<file path="config.mk">
export PLATFORM = sky130hd
export DESIGN_NAME = cooperative_task_scheduler_unit
export DESIGN_NICKNAME = d
export VERILOG_FILES = /design/src/cts_pkg.sv /design/src/cts_deadline.sv /design/src/cooperative_task_scheduler_unit.sv
export SDC_FILE = /design/constraint.sdc
export NUM_CORES = 2
export LEC_CHECK = 0
export BUFFER_PORTS_ARGS = -buffer_cell sky130_fd_sc_hd__buf_2
export CORE_MARGIN = 2
export CORE_UTILIZATION = 68
export CTS_BUF_LIST = sky130_fd_sc_hd__clkbuf_16
export CTS_CLUSTER_DIAMETER = 200
export DETAILED_ROUTE_END_ITERATION = 12
export PLACE_DENSITY_LB_ADDON = 0.08
export SKIP_LAST_GASP = 1
export SLEW_MARGIN = 20
export SYNTH_ARGS = -nofsm -noshare
export SYNTH_HDL_FRONTEND = slang
export SYNTH_SLANG_ARGS = --single-unit
</file>
<file path="constraint.sdc">
create_clock -name clock -period 14.85 [get_ports clock]
set_clock_uncertainty 0.2 [all_clocks]
set_input_delay 0.7425 -clock clock [delete_from_list [all_inputs] [get_ports clock]]
set_output_delay 0.7425 -clock clock [all_outputs]
set_load 0.02 [all_outputs]
</file>
<file path="src/cts_pkg.sv">
// Shared types, codes and constants for the cooperative task scheduler.
// Used by cts_deadline and cooperative_task_scheduler_unit; no dependencies.
package cts_pkg;

   localparam int DEFAULT_NUM_TASKS = 16;
   localparam logic [19:0] MS_TO_NS = 20'd1000000;
   localparam int MUL_STEPS = 20;
   localparam logic [62:0] DEADLINE_MAX = {63{1'b1}};

   typedef enum logic [2:0] {
      KIND_CREATE   = 3'd0,
      KIND_AWAIT    = 3'd1,
      KIND_SLEEP    = 3'd2,
      KIND_COMPLETE = 3'd3,
      KIND_SCHEDULE = 3'd4,
      KIND_READ     = 3'd5,
      KIND_RESUME   = 3'd6,
      KIND_NOP      = 3'd7
   } kind_type;

   typedef enum logic [3:0] {
      STAT_OK           = 4'd0,
      STAT_DISPATCHED   = 4'd1,
      STAT_ROOT_DONE    = 4'd2,
      STAT_WAIT_UNTIL   = 4'd3,
      STAT_DEADLOCK     = 4'd4,
      STAT_DOUBLE_CMPL  = 4'd5,
      STAT_AWAIT_CMPL   = 4'd6,
      STAT_UNREGISTERED = 4'd7,
      STAT_INCOMPLETE   = 4'd8
   } status_type;

   typedef enum logic [2:0] {
      TS_RUNNING  = 3'd0,
      TS_SLEEPING = 3'd1,
      TS_WAITING  = 3'd2,
      TS_READY    = 3'd3,
      TS_COMPLETE = 3'd4
   } task_st_type;

   typedef enum logic [2:0] {
      FSM_IDLE,
      FSM_EXEC,
      FSM_MUL,
      FSM_INSERT,
      FSM_DRAIN,
      FSM_WAKE,
      FSM_POP,
      FSM_DONE
   } fsm_type;

   typedef struct packed {
      logic [2:0]         kind;
      logic [3:0]         task_id;
      logic [3:0]         dep_id;
      logic [3:0]         root_id;
      logic signed [63:0] sleep_ms;
      logic [62:0]        now_ns;
      logic signed [63:0] value_in;
   } req_type;

   typedef struct packed {
      logic [3:0]         status;
      logic [3:0]         task_out;
      logic signed [63:0] value_out;
      logic               task_done;
   } rsp_type;

   typedef struct packed {
      logic        start;
      logic [62:0] ms;
      logic [62:0] now;
   } mul_ctl_type;

   function automatic int slot_of(int v, int n);
      int r;
      r = v;
      for (int i = 0; i < 8; i++) begin
         if (r >= n) begin
            r = r - n;
         end
      end
      return r;
   endfunction

endpackage

</file>
<file path="src/cts_deadline.sv">
// Shift-add unit: deadline = now + ms * 1e6, saturated to the 63-bit maximum.
// Depends on cts_pkg.
module cts_deadline (
   input  logic                 clock,
   input  logic                 reset,
   input  cts_pkg::mul_ctl_type ctl,
   output logic                 done,
   output logic [62:0]          deadline
);

   logic [83:0] acc_ff, acc_in;
   logic [62:0] ms_ff, ms_in;
   logic [4:0]  idx_ff, idx_in;
   logic        run_ff, run_in;

   always_comb begin
      acc_in = acc_ff;
      ms_in  = ms_ff;
      idx_in = idx_ff;
      run_in = run_ff;
      if (ctl.start) begin
         acc_in = {21'd0, ctl.now};
         ms_in  = ctl.ms;
         idx_in = 5'd0;
         run_in = 1'b1;
      end else if (run_ff) begin
         if (cts_pkg::MS_TO_NS[idx_ff]) begin
            acc_in = acc_ff + ({21'd0, ms_ff} << idx_ff);
         end
         idx_in = idx_ff + 5'd1;
         if (idx_ff == 5'(cts_pkg::MUL_STEPS - 1)) begin
            run_in = 1'b0;
         end
      end
   end

   always_ff @(posedge clock) begin
      acc_ff <= acc_in;
      ms_ff  <= ms_in;
      idx_ff <= idx_in;
      if (reset) begin
         run_ff <= 1'b0;
      end else begin
         run_ff <= run_in;
      end
   end

   assign done     = run_ff && (idx_ff == 5'(cts_pkg::MUL_STEPS - 1));
   assign deadline = (acc_in > {21'd0, cts_pkg::DEADLINE_MAX}) ?
                     cts_pkg::DEADLINE_MAX : acc_in[62:0];

endmodule

</file>
<file path="src/cooperative_task_scheduler_unit.sv">
// Cooperative task scheduler: slot tables, list-walk sequencer, result port.
// Simple items go from exec to the result; sleep multiplies, then walks the sleep list to
// insert; complete moves the waiters to the ready list; schedule pops the ready list,
// first waking due sleepers if it is empty. List walks advance one link per cycle, the
// multiply one bit per cycle. Busy holds through the strobe cycle; the next item is taken
// in the cycle after it. Results are never held off. Synchronous reset runs every slot, lists empty.
module cooperative_task_scheduler_unit #(
   parameter int NUM_TASKS = cts_pkg::DEFAULT_NUM_TASKS
) (
   input  logic             clock,
   input  logic             reset,
   input  logic             start,
   output logic             busy,
   input  cts_pkg::req_type req_item,
   output logic             rsp_strobe,
   output cts_pkg::rsp_type rsp_item
);

   localparam int IW = $clog2(NUM_TASKS + 1);
   localparam int AW = (NUM_TASKS > 1) ? $clog2(NUM_TASKS) : 1;
   localparam logic [IW-1:0] NIL = IW'(NUM_TASKS);

   cts_pkg::fsm_type fsm_ff, fsm_in;
   cts_pkg::req_type req_ff;

   cts_pkg::task_st_type st_ff [NUM_TASKS];
   logic [IW-1:0] link_ff [NUM_TASKS];
   logic [IW-1:0] wh_ff [NUM_TASKS];
   logic [IW-1:0] wt_ff [NUM_TASKS];
   logic [62:0]   dl_ff [NUM_TASKS];
   logic [63:0]   res_ff [NUM_TASKS];
   logic [IW-1:0] rh_ff, rt_ff, sh_ff;

   logic [IW-1:0] prev_ff, cur_ff, steps_ff;
   logic [62:0]   d_ff;
   logic [3:0]    status_ff, tout_ff;
   logic [63:0]   value_ff;

   logic [AW-1:0] t_idx, dep_idx, root_idx;
   logic [IW-1:0] t_ptr;
   cts_pkg::mul_ctl_type mul_ctl;
   logic          mul_done;
   logic [62:0]   mul_deadline;
   logic          ins_go, drain_go, wake_go;

   assign t_idx    = AW'(cts_pkg::slot_of(int'(req_ff.task_id), NUM_TASKS));
   assign dep_idx  = AW'(cts_pkg::slot_of(int'(req_ff.dep_id), NUM_TASKS));
   assign root_idx = AW'(cts_pkg::slot_of(int'(req_ff.root_id), NUM_TASKS));
   assign t_ptr    = IW'(t_idx);

   assign mul_ctl.start = (fsm_ff == cts_pkg::FSM_EXEC) &&
                          (cts_pkg::kind_type'(req_ff.kind) == cts_pkg::KIND_SLEEP);
   assign mul_ctl.ms    = req_ff.sleep_ms[63] ? 63'd0 : req_ff.sleep_ms[62:0];
   assign mul_ctl.now   = req_ff.now_ns;

   cts_deadline u_deadline (
      .clock    (clock),
      .reset    (reset),
      .ctl      (mul_ctl),
      .done     (mul_done),
      .deadline (mul_deadline)
   );

   assign ins_go   = (cur_ff != NIL) && (steps_ff < IW'(NUM_TASKS)) &&
                     (dl_ff[cur_ff[AW-1:0]] <= d_ff);
   assign drain_go = (cur_ff != NIL) && (steps_ff < IW'(NUM_TASKS));
   assign wake_go  = (sh_ff != NIL) && (steps_ff < IW'(NUM_TASKS)) &&
                     (dl_ff[sh_ff[AW-1:0]] <= req_ff.now_ns);

   always_comb begin
      fsm_in = fsm_ff;
      unique case (fsm_ff)
         cts_pkg::FSM_IDLE: begin
            if (start) fsm_in = cts_pkg::FSM_EXEC;
         end
         cts_pkg::FSM_EXEC: begin
            fsm_in = cts_pkg::FSM_DONE;
            case (cts_pkg::kind_type'(req_ff.kind))
               cts_pkg::KIND_SLEEP: fsm_in = cts_pkg::FSM_MUL;
               cts_pkg::KIND_COMPLETE: begin
                  if (st_ff[t_idx] != cts_pkg::TS_COMPLETE) fsm_in = cts_pkg::FSM_DRAIN;
               end
               cts_pkg::KIND_SCHEDULE: begin
                  if (st_ff[root_idx] != cts_pkg::TS_COMPLETE) begin
                     fsm_in = (rh_ff != NIL) ? cts_pkg::FSM_POP : cts_pkg::FSM_WAKE;
                  end
               end
               default: fsm_in = cts_pkg::FSM_DONE;
            endcase
         end
         cts_pkg::FSM_MUL: begin
            if (mul_done) fsm_in = cts_pkg::FSM_INSERT;
         end
         cts_pkg::FSM_INSERT: begin
            if (!ins_go) fsm_in = cts_pkg::FSM_DONE;
         end
         cts_pkg::FSM_DRAIN: begin
            if (!drain_go) fsm_in = cts_pkg::FSM_DONE;
         end
         cts_pkg::FSM_WAKE: begin
            if (!wake_go) fsm_in = cts_pkg::FSM_POP;
         end
         cts_pkg::FSM_POP: fsm_in = cts_pkg::FSM_DONE;
         cts_pkg::FSM_DONE: fsm_in = cts_pkg::FSM_IDLE;
         default: fsm_in = cts_pkg::FSM_IDLE;
      endcase
   end

   always_comb begin
      busy       = (fsm_ff != cts_pkg::FSM_IDLE);
      rsp_strobe = (fsm_ff == cts_pkg::FSM_DONE);
      rsp_item.status    = status_ff;
      rsp_item.task_out  = tout_ff;
      rsp_item.value_out = value_ff;
      rsp_item.task_done = (st_ff[t_idx] == cts_pkg::TS_COMPLETE);
   end

   always_ff @(posedge clock) begin
      if (reset) begin
         fsm_ff <= cts_pkg::FSM_IDLE;
         rh_ff  <= NIL;
         rt_ff  <= NIL;
         sh_ff  <= NIL;
         for (int i = 0; i < NUM_TASKS; i++) begin
            st_ff[i]   <= cts_pkg::TS_RUNNING;
            link_ff[i] <= NIL;
            wh_ff[i]   <= NIL;
            wt_ff[i]   <= NIL;
            dl_ff[i]   <= '0;
            res_ff[i]  <= '0;
         end
      end else begin
         fsm_ff <= fsm_in;
         case (fsm_ff)
            cts_pkg::FSM_IDLE: begin
               if (start) begin
                  req_ff    <= req_item;
                  status_ff <= cts_pkg::STAT_OK;
                  tout_ff   <= req_item.task_id;
                  value_ff  <= 64'd0;
               end
            end
            cts_pkg::FSM_EXEC: begin
               steps_ff <= '0;
               case (cts_pkg::kind_type'(req_ff.kind))
                  cts_pkg::KIND_CREATE: begin
                     st_ff[t_idx]   <= cts_pkg::TS_RUNNING;
                     res_ff[t_idx]  <= 64'd0;
                     dl_ff[t_idx]   <= 63'd0;
                     wh_ff[t_idx]   <= NIL;
                     wt_ff[t_idx]   <= NIL;
                     link_ff[t_idx] <= NIL;
                  end
                  cts_pkg::KIND_AWAIT: begin
                     if (st_ff[dep_idx] == cts_pkg::TS_COMPLETE) begin
                        status_ff <= cts_pkg::STAT_AWAIT_CMPL;
                     end else begin
                        st_ff[t_idx]   <= cts_pkg::TS_WAITING;
                        link_ff[t_idx] <= NIL;
                        if (wh_ff[dep_idx] == NIL) wh_ff[dep_idx] <= t_ptr;
                        else link_ff[wt_ff[dep_idx][AW-1:0]] <= t_ptr;
                        wt_ff[dep_idx] <= t_ptr;
                     end
                  end
                  cts_pkg::KIND_COMPLETE: begin
                     if (st_ff[t_idx] == cts_pkg::TS_COMPLETE) begin
                        status_ff <= cts_pkg::STAT_DOUBLE_CMPL;
                     end else begin
                        res_ff[t_idx] <= req_ff.value_in;
                        st_ff[t_idx]  <= cts_pkg::TS_COMPLETE;
                        cur_ff        <= wh_ff[t_idx];
                        wh_ff[t_idx]  <= NIL;
                        wt_ff[t_idx]  <= NIL;
                     end
                  end
                  cts_pkg::KIND_SCHEDULE: begin
                     if (st_ff[root_idx] == cts_pkg::TS_COMPLETE) begin
                        status_ff <= cts_pkg::STAT_ROOT_DONE;
                     end
                  end
                  cts_pkg::KIND_READ: begin
                     if (st_ff[t_idx] == cts_pkg::TS_COMPLETE) value_ff <= res_ff[t_idx];
                     else status_ff <= cts_pkg::STAT_INCOMPLETE;
                  end
                  cts_pkg::KIND_RESUME: begin
                     if (st_ff[t_idx] == cts_pkg::TS_RUNNING) begin
                        status_ff <= cts_pkg::STAT_UNREGISTERED;
                     end
                  end
                  default: status_ff <= cts_pkg::STAT_OK;
               endcase
            end
            cts_pkg::FSM_MUL: begin
               if (mul_done) begin
                  st_ff[t_idx] <= cts_pkg::TS_SLEEPING;
                  dl_ff[t_idx] <= mul_deadline;
                  d_ff         <= mul_deadline;
                  prev_ff      <= NIL;
                  cur_ff       <= sh_ff;
               end
            end
            cts_pkg::FSM_INSERT: begin
               if (ins_go) begin
                  prev_ff  <= cur_ff;
                  cur_ff   <= link_ff[cur_ff[AW-1:0]];
                  steps_ff <= steps_ff + 1'b1;
               end else begin
                  link_ff[t_idx] <= cur_ff;
                  if (prev_ff == NIL) sh_ff <= t_ptr;
                  else link_ff[prev_ff[AW-1:0]] <= t_ptr;
               end
            end
            cts_pkg::FSM_DRAIN: begin
               if (drain_go) begin
                  cur_ff   <= link_ff[cur_ff[AW-1:0]];
                  steps_ff <= steps_ff + 1'b1;
                  st_ff[cur_ff[AW-1:0]]   <= cts_pkg::TS_READY;
                  link_ff[cur_ff[AW-1:0]] <= NIL;
                  if (rt_ff != NIL) link_ff[rt_ff[AW-1:0]] <= cur_ff;
                  else rh_ff <= cur_ff;
                  rt_ff <= cur_ff;
               end
            end
            cts_pkg::FSM_WAKE: begin
               if (wake_go) begin
                  sh_ff    <= link_ff[sh_ff[AW-1:0]];
                  steps_ff <= steps_ff + 1'b1;
                  st_ff[sh_ff[AW-1:0]]   <= cts_pkg::TS_READY;
                  link_ff[sh_ff[AW-1:0]] <= NIL;
                  if (rt_ff != NIL) link_ff[rt_ff[AW-1:0]] <= sh_ff;
                  else rh_ff <= sh_ff;
                  rt_ff <= sh_ff;
               end
            end
            cts_pkg::FSM_POP: begin
               if (rh_ff != NIL) begin
                  rh_ff <= link_ff[rh_ff[AW-1:0]];
                  if (link_ff[rh_ff[AW-1:0]] == NIL) rt_ff <= NIL;
                  link_ff[rh_ff[AW-1:0]] <= NIL;
                  st_ff[rh_ff[AW-1:0]]   <= cts_pkg::TS_RUNNING;
                  status_ff <= cts_pkg::STAT_DISPATCHED;
                  tout_ff   <= 4'(rh_ff);
               end else if (sh_ff != NIL) begin
                  status_ff <= cts_pkg::STAT_WAIT_UNTIL;
                  value_ff  <= {1'b0, dl_ff[sh_ff[AW-1:0]]};
               end else begin
                  status_ff <= cts_pkg::STAT_DEADLOCK;
               end
            end
            default: begin
               status_ff <= status_ff;
            end
         endcase
      end
   end

endmodule

</file>
==> results.toml <==
[run_status]
status = "finished, final reports clean"

[clocking]
cts_setup_buffers = 0
clockBufferDepth = 4
numCtsBuffers = 306
cts_tree = "yes"
cts_sinks = 2856
cts_root_buf = "clkbuf_16"
cts.clk_slew.worst_paths_ps = 60
htree_levels = 5
clk_latency_ps = 970
cts_resized = 0

[floorplanning]
die_h_um = 466.1
dieArea_mm2 = 0.2172
die_width_um = 466.1
start_util = 0.6846
ios = 284
rows = 169
core_mm2 = 0.2121

[place]
io_buffers = 283
hpwlAfterDp_um = 298400
globalplace.congestion = 1.014
dp_worst_setup_slack_ps = 5513

[timing]
hold_viol = 0
hold_slack_ps = 120.7
slew_violations = 0
final.setup.tns_ps = 0
clock.fmax_mhz = 103.9
setup_violations = 0
tightest_slew_ps = 1305
finalCriticalPeriod_ps = 9625
fin_ws_ps = 5225
maxSlewHeadroom = 0.1301
grt_setup_unrepaired = "false"
period_share = 0.6481

[routing]
first_pass_iters = 7
final_antenna_net_count = 0
drcViolationCount = 0
routedWlPerCell_um = 36.10
vias = 100379
initialDrtViolationCount = 16316
routed_wl_um = 487400
viasPerCell = 7.435

[setup_path]
cp_slowest_stage_delay_ps = 880
crit_path_frequent_cell = "buf_4"
r2r-start = "u_deadline.idx_ff[3]$_SDFFE_PP0P_"
cp.required_ps = 15280
worstReg2RegEnd = "dl_ff[0][18]$_SDFFCE_PN0P_"
path_max_fanout = 78
ff2ff_path_depth = 19
rrSetupSlack_ps = 5230
worstPathCellList = "buf_4 -> clkinv_1 -> nand3_1 -> o22ai_1 -> ha_1 -> nand4_1 -> nor3_1 -> and3b_1 -> o211ai_1 -> a211oi_1 -> o21ai_1 -> o21ai_0 -> xor2_1 -> o31a_2 -> or4b_4 -> buf_4 -> buf_4 -> nor3_4 -> nor2_1"
crit_buf_inv = 4
cp_slowest_cell = "clkinv_1"
endpoint = "dl_ff[0][18]$_SDFFCE_PN0P_"
crit_start = "u_deadline.idx_ff[3]$_SDFFE_PP0P_"
path_delay_family = "simple AND/OR/NAND/NOR gates"
critPathLaunchType = "flop"
worst_setup_path_end_kind = "flop"
cp.depth = 19
worstPathArrival_ps = 10060
crit_type = "flop to flop"

[layout]
drive_above_1_share = 0.2716
nets = 10878
syn_to_final_growth_pct = 10.11
fillCellCount = 12419

[logic_synthesis]
synth_area_leader_cell = "edfxtp_1"
yosys.cell_types.count = 98
syn_nets = 10755
yosys.area.top_type_share = 0.5632
netlist_area_mm2 = 0.1452
ys_ff_latch = 2856
synthCells = 10334
ys_async_sr_fraction = 0
synth-edff-count = 2723
ys.flop_type = "edfxtp_1"
syn_avg_cell_area_um2 = 14.05
yosysWarnings = 0
ys_seq_area_frac = 0.5815
synth_area_leaders = "edfxtp_1 56%, mux4_2 18%, nor2_1 4.9%"

[global_route]
grt_use_total = 0.4502
grt_max_degree = 104
grt_pass1_wl_um = 693900
grt_pass1_vias = 100369
overflow = 0
antenna_found_initial = 38

[power]
p_leak_uw = 0.05720
pwr_density_cell_mw_per_mm2 = 183.4
ir_drop_mv = 0.4002

[run]
cap_violations = 0

[hold_path]
hold_path_class = "input pin to flop"
==> synth_stat cells, types with 26 or more instances <==
master and number:
a22o_1 70, clkbuf_1 624, a211oi_1 50, nor2_2 540
o211ai_1 29, buf_1 105, nor2b_1 94, a21o_1 80
nor3_1 50, xor2_1 42, o21ai_0 241, edfxtp_1 2723
nor3_4 62, nand4_1 85, mux2_2 53, nor2_1 1887
and3_1 58, a21oi_1 277, a22oi_1 40, nand2_1 498
inv_1 185, and2_1 60, ha_1 211, mux4_2 1131
xnor2_1 45, nand3_1 106, nor4_1 33, mux2i_1 167
buf_2 73, buf_8 60, a31oi_1 26, inv_2 64
dfxtp_1 133
==> per-layer routing <==
metal / share of wire / track usage
met2: 0.46 / 0.6933
met4: 0.075 / 0.2738
met1: 0.31 / 0.5614
met3: 0.15 / 0.1453
met5: 0.00072 / 0
==> final cells by class <==
type	count	area, um2	share of cell area
timing repair buffer	700	5190	0.03246
clock buffer	312	7807	0.04884
tap	2821	3530	0.02208
inverter	254	963.4	0.006026
antenna	12	30.03	0.0001878
clock inverter	207	1568	0.009807
multi-input combinational	6339	56300	0.3521
sequential	2856	84480	0.5285
==> stage by stage <==
stage	cell area (um2)	utilization	cells	total power, uW
after global routing	159800	0.7537	13490	30110
after detailed placement	148300	0.6994	12761	21610
after CTS	159800	0.7533	13486	28920
after global placement	148300	0.6990	12756	21540
after floorplan	145200	-	10334	18500
final	159900	0.7538	13501	29330
==> worst min-delay path: cells and delay by family <==
kind / cells / cell delay [ps]
AND/OR/NAND/NOR: 2 / 180
buffers and inverters: 1 / 160
AO/OA/AOI/OAI: 1 / 130
==> registers in the layout, summed over array words and instances (netlist names), 5 cells and up, named ones only <==
signal and cells:
req_ff 131, u_deadline.acc_ff 84, mul_ctl 63, st_ff 48
dl_ff 1008, res_ff 1024, rh_ff 5, sh_ff 5
steps_ff 5, value_ff 64, d_ff 63, wt_ff 64
cur_ff 5, u_deadline.ms_ff 63, wh_ff 80, link_ff 80
prev_ff 5, u_deadline.idx_ff 5, rt_ff 5
==> worst min path at each step <==
stage               depth (start not counted)             startpoint                     end
finish                                      4                  start  fsm_ff[1]$_SDFFE_PP0P_
global route                                2                  reset  fsm_ff[0]$_SDFFE_PP0P_
CTS                                         4                  start  fsm_ff[1]$_SDFFE_PP0P_
detailed placement                          1  root_idx[3]$_DFFE_PP_                    flop
global placement                            1  root_idx[0]$_DFFE_PP_                    flop
floorplan                                   2  rt_ff[4]$_SDFFE_PP1P_   rt_ff[4]$_SDFFE_PP1P_
==> cell families (layout without fill, tap and decap cells) <==
family          count (synthesis)  in the layout  synth area share
compound gates               1074           1074           0.04871
buf+inv                      1139           1473           0.03640
fa+ha+maj                     212            212           0.01832
other cells                     0             12                 0
simple gates                 3615           3615            0.1187
flops                        2856           2856            0.5815
xor+xnor                       87             87          0.005248
mux                          1351           1351            0.1911
==> where the power goes <==
group	internal, uW	switching [uW]
Sequential	9450	532
Combinational	3870	8080
Clock	4210	3180
Total	17500	11800
==> cell usage in the layout (no fill, tap or decap), types with 49 or more instances in the layout <==
cell	instances
edfxtp_1	2723
nor2_1	1882
mux4_2	1131
nor2_2	542
nand2_1	483
clkbuf_16	312
buf_2	283
a21oi_1	274
inv_1	227
ha_1	211
o21ai_0	209
dlygate4sd3_1	206
buf_4	201
mux2i_1	167
dfxtp_1	116
nor2b_1	91
nand3_1	90
nand4_1	85
a21o_1	80
clkinv_1	79
a22o_1	70
inv_2	63
nor3_4	62
and2_1	58
and3_1	57
mux2_2	53
a211oi_1	50
nor3_1	49
==> what timing repair did <==
item,CTS,global route
hold buffers,206,0
endpoints found under the hold margin,222,0
setup endpoints to repair,0,0
Power figures use the tool's default switching activity.
